$ cat config.mk
export PLATFORM = sky130hd
export DESIGN_NAME = drtt_cmp
export DESIGN_NICKNAME = d
export VERILOG_FILES = /design/src/rtl/drtt_pkg.sv /design/src/rtl/drtt_cmp.sv
export SDC_FILE = /design/constraint.sdc
export NUM_CORES = 1
export LEC_CHECK = 0
export ABC_AREA = 1
export ABC_CLOCK_PERIOD_IN_PS = 3940
export BUFFER_PORTS_ARGS = -buffer_cell sky130_fd_sc_hd__clkbuf_2
export CAP_MARGIN = 20
export CORE_ASPECT_RATIO = 0.7
export CORE_UTILIZATION = 30
export DETAILED_ROUTE_END_ITERATION = 8
export PLACE_DENSITY = 0.51
export SLEW_MARGIN = 10
export SYNTH_ARGS = -nofsm -noshare
export SYNTH_HDL_FRONTEND = slang
export SYNTH_SLANG_ARGS = --single-unit
$ cat constraint.sdc
create_clock -name vclk -period 3.94
set_input_delay 0.197 -clock vclk [all_inputs]
set_output_delay 0.197 -clock vclk [all_outputs]
set_load 0.1 [all_outputs]
$ cat src/rtl/drtt_pkg.sv
`default_nettype none
package drtt_pkg;

  localparam int DRTT_ENTRIES = 256;

  localparam int ADDR_W = 64;
  localparam int SIZE_W = 32;
  localparam int SLOT_W = 8;

  typedef enum logic [1:0] {
    CMD_INSERT    = 2'd0,
    CMD_FREE      = 2'd1,
    CMD_TRANSLATE = 2'd2,
    CMD_LOOKUP    = 2'd3
  } cmd_t;

  typedef enum logic [1:0] {
    STAT_OK        = 2'd0,
    STAT_FULL      = 2'd1,
    STAT_NOT_FOUND = 2'd2
  } stat_t;

  typedef enum logic [1:0] {
    ST_CLEAR,
    ST_IDLE,
    ST_SCAN,
    ST_FINISH
  } state_t;

  typedef struct packed {
    logic              valid;
    logic [ADDR_W-1:0] virt;
    logic [ADDR_W-1:0] phys;
    logic [SIZE_W-1:0] len;
  } entry_t;

  typedef struct packed {
    logic              hit;
    logic [SIZE_W-1:0] off;
  } cmp_res_t;

endpackage
`default_nettype wire

$ cat src/rtl/drtt_cmp.sv
`default_nettype none
module drtt_cmp
  import drtt_pkg::*;
(
  input  wire entry_t            ent,
  input  wire logic [ADDR_W-1:0] addr,
  input  wire cmd_t              cmd,
  output cmp_res_t               res
);

  logic [ADDR_W:0]   diff;
  logic              borrow;
  logic              in_range;

  always_comb begin
    diff     = {1'b0, addr} - {1'b0, ent.virt};
    borrow   = diff[ADDR_W];
    in_range = !borrow && (diff[ADDR_W-1:SIZE_W] == '0) &&
               ((ent.len == '0) ? (diff[SIZE_W-1:0] == '0)
                                : (diff[SIZE_W-1:0] < ent.len));
    res.off  = diff[SIZE_W-1:0];
    if (cmd == CMD_INSERT) begin
      res.hit = !ent.valid;
    end else begin
      res.hit = ent.valid && in_range;
    end
  end

endmodule
`default_nettype wire

# [Word-level counts from Yosys, hierarchy flattened]
# Cells that the tools add are included.
[totals] reg_bits=0 inputBits=227 out_inout_bits=33 word_cells=13
[op_classes] n_addsub=1 order_cmp=1 mux=2 reduce_logical=9
[op_table] operator="$logic_not A32 Y1" n=3
[op_table] operator="$sub A64 B64 Y65" n=1
[op_table] operator="$lt A32 B32 Y1" n=1
[op_table] operator="$logic_and A1 B1 Y1" n=3
[op_table] operator="$logic_not A1 Y1" n=2
[op_table] operator="$logic_not A2 Y1" n=1
[op_table] operator="$mux W1" n=2

# [Logic depth before layout (Yosys ltp)]
# Gate-level depths: netlist of run 1.
[logic_depth] depth_word=6 ltp_mapped=25 depth_no_buf=25

# [Worst setup path after synthesis of run 1]
# No wires, ideal clock.
[synth_path] path_kind="input to output" start="in addr[0]" end="out res[32] in the netlist's numbering" t_arrival_ns=4.290 required_ns=3.743 slack_ns=-0.547 cell_stages=21 n_path_buf=0 path_cell_list="inv_1 ha_1 inv_1 fa_1 nand3_1 nand3_1 nand2_1 nand2_1 nand2_1 nand2_1 xor2_1 ha_1 a21oi_1 nor2_1 a211oi_1 o221ai_1 a21oi_1 nand2_1 nand2_1 nand3_1 nand2_1"
[synth_lines] item="start: declaration" line_no="drtt_cmp.sv:6" rtl="input wire logic [ADDR_W-1:0] addr,"
[synth_lines] item="end: declaration" line_no="drtt_cmp.sv:8" rtl="output cmp_res_t res"

==> results of run 1 <==
-- layer usage --
metal / up-vias / GRT usage
li1: 4994 / -
met1: 4045 / 0.385
met2: 324 / 0.298
met3: 4 / 0.0247
met4: 0 / 0.00762
met5: - / 0
-- logic make-up (layout without fill, tap and decap cells) --
family,count (synthesis),count (layout),synth area share
and+or+nand+nor,903,903,0.524
AOI/OAI and AO/OA,107,107,0.0820
buffers and inverters,417,616,0.214
xor gates and xnor gates,12,12,0.0144
adders and majority gates,96,96,0.165
-- metrics by stage --
step / hold slack, ns / total power (W) / cells
2_1_floorplan: 0.791 / 0.00134 / 1535
3_3_place_gp: 0.799 / 0.00184 / 2052
3_5_place_dp: 0.802 / 0.00185 / 2052
4_1_cts: 0.804 / 0.00185 / 2052
5_1_grt: 0.823 / 0.00205 / 2052
6_report: 0.800 / 0.00187 / 2052
-- cells in the final DEF, fill, tap and decap left out, types with 2 or more instances in the layout --
cell type | synthesis | layout
sky130_fd_sc_hd__nor4_1 | 11 | 11
sky130_fd_sc_hd__a21oi_2 | 5 | 5
sky130_fd_sc_hd__nor2_2 | 25 | 25
sky130_fd_sc_hd__inv_2 | 2 | 2
sky130_fd_sc_hd__nand3b_1 | 7 | 7
sky130_fd_sc_hd__xor2_2 | 0 | 6
sky130_fd_sc_hd__buf_4 | 0 | 3
sky130_fd_sc_hd__nand2_1 | 591 | 590
sky130_fd_sc_hd__xnor2_1 | 2 | 2
sky130_fd_sc_hd__o21ai_0 | 16 | 16
sky130_fd_sc_hd__a21oi_1 | 68 | 68
sky130_fd_sc_hd__nor2_1 | 125 | 125
sky130_fd_sc_hd__nor3_1 | 9 | 9
sky130_fd_sc_hd__nor3_2 | 3 | 3
sky130_fd_sc_hd__nand3_1 | 77 | 77
sky130_fd_sc_hd__a21o_1 | 2 | 2
sky130_fd_sc_hd__inv_1 | 414 | 414
sky130_fd_sc_hd__nand2_2 | 25 | 26
sky130_fd_sc_hd__a211oi_1 | 3 | 3
sky130_fd_sc_hd__clkbuf_2 | 0 | 195
sky130_fd_sc_hd__o221ai_1 | 2 | 2
sky130_fd_sc_hd__nand4_1 | 17 | 17
sky130_fd_sc_hd__xor2_1 | 10 | 4
sky130_fd_sc_hd__o21bai_1 | 7 | 7
sky130_fd_sc_hd__nand3_2 | 8 | 8
sky130_fd_sc_hd__ha_1 | 95 | 95
-- path summary, 6_finish.rpt --
check                 from       to  slack (ns)
hold / removal    ent[160]  res[32]        0.80
setup / recovery  ent[104]  res[32]        0.34
-- timing repair --
| action | CTS | global route |
|---|---|---|
| setup endpoints to repair | 0 | 1 |
| setup buffers | 0 | 0 |
| gates resized for setup | 0 | 1 |
-- cell type report --
type,instances,share of cell area
Inverter,417,0.178
Tap cell,318,0.0453
Multi-Input combinational cell,1118,0.660
Timing Repair Buffer,199,0.116
-- report_power, final --
group / internal, W / switching, W
registers: 0 / 0
clock network: 0 / 0
logic: 0.000489 / 0.00138
==> results.txt, run 1 <==
----------------------------------------------------
[Worst setup path]
  Maximum fanout count along the critical path ... 4
  Category of the worst setup path launch point ... input pin
  Sort of element at the end of the critical path ... primary output
  Worst Path Class, Setup ... in2out
  Crit path DAT ... 3.41 ns
  Bufs and invs on worst path ... 5
  Critical path's most frequent cell ... sky130_fd_sc_hd__nand2_1
  Depth of the critical timing path with buffers and inverters included ... 24
  Delay of the slowest cell on the worst path ... 0.39 ns
  Critical path required time ... ~3.7 ns
  Cell chain of the critical path ... clkbuf_2, inv_1, ha_1, nand2_2, inv_1, nand2_1, nand2_1, inv_1, nand3_2, nand2_1, nand2_1, nand2_1, nand2_1, ha_1, a21oi_1, nor2_1, a211oi_1, o221ai_1, a21oi_1, nand2_1, nand2_1, nand3_1, nand2_2, buf_12
  Slowest cell on the critical path ... sky130_fd_sc_hd__ha_1
  Kind of cell with the highest combined delay on the critical path ... simple AND/OR/NAND/NOR gates

[Placed design]
  Count of port buffers added during placement ... 196
  Cell area after placement ... ~8800 µm²
  Global placement routability congestion ... just over 0.9
  Detailed placement HPWL ... roughly 27 mm
  Post-Place Setup Slack ... 0.382 ns

[Route]
  DR iter-0 viols ... 830
  Number of antenna-violating nets in the routed design ... 0
  Total length of routed wires ... 28.8 mm
  First-pass iteration count of the detailed router ... 5
  Routed length on met3 ... 2.77 mm
  Met1 Routed Length ... 16.0 mm
  DRC viols ... 0
  Vias ... 9367
  Amount of wire on met2 after detailed routing ... 9.90 mm
  Ratio of routed vias to standard cells ... approximately 4.6
  Top routing layer in use ... met4
  Average wire length per cell after detail routing ... 14.0 µm

[Floorplan]
  Height of the die ... between 100 and 150 µm
  Effective utilization at floorplan ... 0.308
  Number of core rows ... 47
  Full die area ... 25000 µm²
  Boundary Pins ... 260
  Core area ... between 20000 and 25000 µm²
  Die outline width ... 189 µm

[Timing]
  Max-slew headroom ... 0.574
  Worst slew pin tran ... 0.634 ns
  RSZ-0062 raised after global routing ... no
  Final worst setup slack ... 0.337 ns
  Finish-stage setup viols ... 0
  Share of the clock period used by the worst path after layout ... 0.915
  Max Transition Viols Final ... 0
  Setup TNS ... 0 ns
  Min Tclk post-route ... roughly 3.6 ns
  Maximum clock frequency ... 278 MHz
  Final hold violation count ... 0

[Layout]
  Number of sequential storage elements ... 0
  Final net count ... 2059
  Final standard cell area without fillers ... 8780 µm²
  Syn-to-layout area delta ... 20.1%
  Number of fillers in the final layout ... 2902
  Post-route core utilization ... 0.369
  Storage element area ... 0 µm²
  Clock tree buffer count of the final layout ... 0
  Multi-input logic area ... around 5800 µm²
  Fraction of final layout cells sized beyond drive strength 1 ... 0.161
  Diode insertion count for antenna repair ... 0

[Synthesis]
  Post-Syn Nets ... 1858
  Top cells by area in the synthesized netlist ... sky130_fd_sc_hd__nand2_1 30%, sky130_fd_sc_hd__inv_1 21%, sky130_fd_sc_hd__ha_1 16%
  Yosys Warn Count ... 0
  Seq/Total Area, Yosys ... 0
  Most frequent cell after synthesis ... sky130_fd_sc_hd__nand2_1
  Synth Cell Area ... approximately 7300 µm²
  Post-synth top area share ... 0.303
  Cell accounting for the most synthesized area ... sky130_fd_sc_hd__nand2_1
  Number of distinct standard cells referenced by the synthesized netlist ... 34
  Synthesized area divided by synthesized cell count ... roughly 4.8 µm²
  Most frequent cells after synthesis ... 591 x sky130_fd_sc_hd__nand2_1, 414 x sky130_fd_sc_hd__inv_1, 125 x sky130_fd_sc_hd__nor2_1
  Count of mapped cells out of synthesis ... roughly 1500

[Pwr]
  Reported leakage power ... 5.98 nW
  Total power divided by cell area ... 213 nW/µm²
  Max rail drop VDD ... 0.000217 V

[Min path]
  Hold-critical path depth ... 5
  Path type of the worst min-delay path ... in2out

[Run status]
  Result of the run ... finished, final reports clean

[Global routing]
  Pin count of the biggest net entering global routing ... 7
  First-pass GRT wire length ... between 40 and 50 mm
  Congestion Overflow GR ... 0
  Via count of the first global-routing pass ... 8445
  Antenna violations before repair ... 0
  GRT Resource Usage Total ... 0.225

[CTS]
  Cts hold-fix bufs ... 0

[Job]
  Max_cap viols ... 0

----------------------------------------------------
Power figures use the tool's default switching activity.
==> inputs of run 2 (changes only) <==
--- a/config.mk
+++ b/config.mk
@@ -10,10 +10,11 @@
 export BUFFER_PORTS_ARGS = -buffer_cell sky130_fd_sc_hd__clkbuf_2
 export CAP_MARGIN = 20
 export CORE_ASPECT_RATIO = 0.7
-export CORE_UTILIZATION = 30
+export CORE_UTILIZATION = 58
 export DETAILED_ROUTE_END_ITERATION = 8
-export PLACE_DENSITY = 0.51
+export PLACE_DENSITY = 0.89
 export SLEW_MARGIN = 10
 export SYNTH_ARGS = -nofsm -noshare
 export SYNTH_HDL_FRONTEND = slang
 export SYNTH_SLANG_ARGS = --single-unit
+export TNS_END_PERCENT = 1
==> run 2 against run 1 <==
Compared with the run above:
- worst setup slack worse by 0.024 ns
- first-iteration DRC count is 24% higher
- critical path type unchanged
- critical path depth stayed put
- hold slack better by 0.0075 ns
==> results.txt, run 2 (synthesis results as in run 1) <==
----------------------------------------------------
[Layout]
  Syn-to-layout area delta ... 17.1%
  Storage element area ... 0 µm² (unchanged)
  Number of sequential storage elements ... 0 (unchanged)
  Most common cell after layout, fill and taps aside ... sky130_fd_sc_hd__nand2_1
  Clock tree buffer count of the final layout ... 0 (unchanged)
  Fraction of final layout cells sized beyond drive strength 1 ... 0.159 (-0.00155)
  Final net count ... 2057 (-0.097%)
  Final instance count without filler cells ... 1889 (-7.9%)
  Diode insertion count for antenna repair ... 0 (unchanged)
  Commonest cells after routing, fill and taps aside ... 590 x sky130_fd_sc_hd__nand2_1, 414 x sky130_fd_sc_hd__inv_1, 195 x sky130_fd_sc_hd__clkbuf_2

[Worst setup path]
  Bufs and invs on worst path ... 5 (unchanged)
  Critical path's most frequent cell ... sky130_fd_sc_hd__nand2_1
  Critical path required time ... 3.74 ns (about the same)
  Cell chain of the critical path ... clkbuf_2, inv_1, ha_1, nand2_2, inv_1, nand2_1, nand2_1, inv_1, nand3_2, nand2_1, nand2_1, nand2_1, nand2_1, ha_1, a21oi_1, nor2_1, a211oi_1, o221ai_1, a21oi_1, nand2_1, nand2_1, nand3_1, nand2_2, buf_12
  Slowest cell on the critical path ... sky130_fd_sc_hd__ha_1
  Maximum fanout count along the critical path ... 4 (unchanged)
  Worst Path Class, Setup ... in2out
  Source of the critical timing path ... ent[104]
  Category of the worst setup path launch point ... input pin
  Sort of element at the end of the critical path ... primary output
  Delay of the slowest cell on the worst path ... 0.38 ns (about the same)
  Crit path DAT ... 3.43 ns (+0.02 ns)
  Kind of cell with the highest combined delay on the critical path ... simple AND/OR/NAND/NOR gates

[CTS]
  Postcts setup bufs ... 0 (unchanged)
  Cts hold-fix bufs ... 0 (unchanged)
  Number of resized instances in the post-cts repair step ... 0 (unchanged)

[Floorplan]
  Die outline width ... 136 µm (-28%)
  Boundary Pins ... 260 (unchanged)
  Height of the die ... 95.9 µm (-28%)
  Core area ... 12000 µm² (-50%)
  Full die area ... 13100 µm² (-48%)
  Effective utilization at floorplan ... 0.611 (+0.303)
  Number of core rows ... 33 (-30%)

[Global routing]
  Via count of the first global-routing pass ... 8302 (-1.7%)
  GRT Resource Usage Total ... 0.403 (+0.178)
  Pin count of the biggest net entering global routing ... 7 (unchanged)
  First-pass GRT wire length ... 40.5 mm (-9.1%)
  Congestion Overflow GR ... 0 (unchanged)
  Antenna violations before repair ... 0 (unchanged)

[Timing]
  Worst slew pin tran ... 0.873 ns (+0.239 ns)
  Share of the clock period used by the worst path after layout ... 0.921 (+0.00596)
  Finish-stage setup viols ... 0 (unchanged)
  Setup TNS ... 0 ns (unchanged)
  Final hold violation count ... 0 (unchanged)
  Maximum clock frequency ... 276 MHz (-0.65%)
  Max Transition Viols Final ... 0 (unchanged)
  RSZ-0062 raised after global routing ... no
  Min Tclk post-route ... 3.63 ns (+0.0235 ns)
  Max-slew headroom ... 0.413 (-0.161)

[Pwr]
  Part of the power in combinational logic ... 1.000 (about the same)
  Sum of internal, switching and leakage power ... 0.00186 W (-0.33%)
  Total power divided by cell area ... 218 nW/µm² (+2.2%)
  Reported leakage power ... 5.97 nW (-0.15%)
  Part of the total power dissipated in the clock network ... 0 (unchanged)
  Portion of total power attributed to sequential cells ... 0 (unchanged)
  Internal ... 0.000485 W (-0.84%)
  Switching power as a share of total power ... 0.740 (+0.00135)
  Power dissipated by switching net loads ... 0.00138 W (-0.15%)
  Max rail drop VDD ... 0.000302 V (+39%)

[Placed design]
  DP Cell Count ... 1889 (-7.9%)
  Global placement routability congestion ... 1.06 (+16%)
  Count of port buffers added during placement ... 196 (unchanged)
  Detailed placement HPWL ... 24.4 mm (-8.7%)

[Min path]
  Path type of the worst min-delay path ... in2out
  Min-Delay Startpoint ... cmd[1]

[Route]
  DR iter-0 viols ... 1032 (+24%)
  DRC viols ... 0 (unchanged)
  Ratio of routed vias to standard cells ... 5.24 (+15%)
  Number of antenna-violating nets in the routed design ... 0 (unchanged)
  Total length of routed wires ... 26.9 mm (-6.6%)
  Average wire length per cell after detail routing ... 14.2 µm (+1.5%)
  First-pass iteration count of the detailed router ... 7 (+2)
  Vias ... 9905 (+5.7%)

[Run status]
  Result of the run ... finished, final reports clean

[Job]
  Max_cap viols ... 0 (unchanged)

----------------------------------------------------
==> run 2: cell count changes in the layout (fill, tap and decap cells not counted) <==
cell                    before  now
sky130_fd_sc_hd__buf_4       3    1
sky130_fd_sc_hd__fa_1        0    1
sky130_fd_sc_hd__fa_2        1    0
==> run 2: power groups by stage <==
stage / combinational, W / clock [W] / sequential [W]
after global placement: 0.00177 / 0 / 0
after global routing: 0.00200 / 0 / 0
after floorplan: 0.00134 / 0 / 0
after CTS: 0.00181 / 0 / 0
final: 0.00186 / 0 / 0
after detailed placement: 0.00180 / 0 / 0
==> run 2: final timing paths <==
kind / to / slack, ns / cells after the start
worst max-delay path: res[32] / 0.31 / 24
worst min-delay path: res[32] / 0.81 / 5
==> run 2: metrics by stage <==
stage,setup WS [ns],hold WS [ns],utilization,area (µm²)
floorplan,0.0827,0.791,-,7360
global placement,0.511,0.798,0.715,8560
detailed placement,0.427,0.805,0.715,8560
CTS,0.425,0.807,0.715,8560
global route,0.0703,0.836,0.715,8560
finish,0.313,0.807,0.715,8560
==> run 2: routing by layer <==
layer	GRT usage	share of wire
met1	0.586	0.44
met3	0.108	0.17
met5	0	0
met2	0.603	0.38
met4	0.0370	0.0097
==> run 2: final cells by class <==
cell class | instances | area (µm²)
multi-input combinational | 1118 | 5790
fill | 1134 | 3420
inverter | 417 | 1570
timing repair buffer | 197 | 1000
tap | 157 | 196
==> run 2: tightest hold or removal path, stage by stage <==
cell and delay (ns):
sky130_fd_sc_hd__clkbuf_2 0.08, sky130_fd_sc_hd__nor2_1 0.04, sky130_fd_sc_hd__nand2_1 0.06, sky130_fd_sc_hd__nand2_2 0.07, sky130_fd_sc_hd__buf_12 0.16
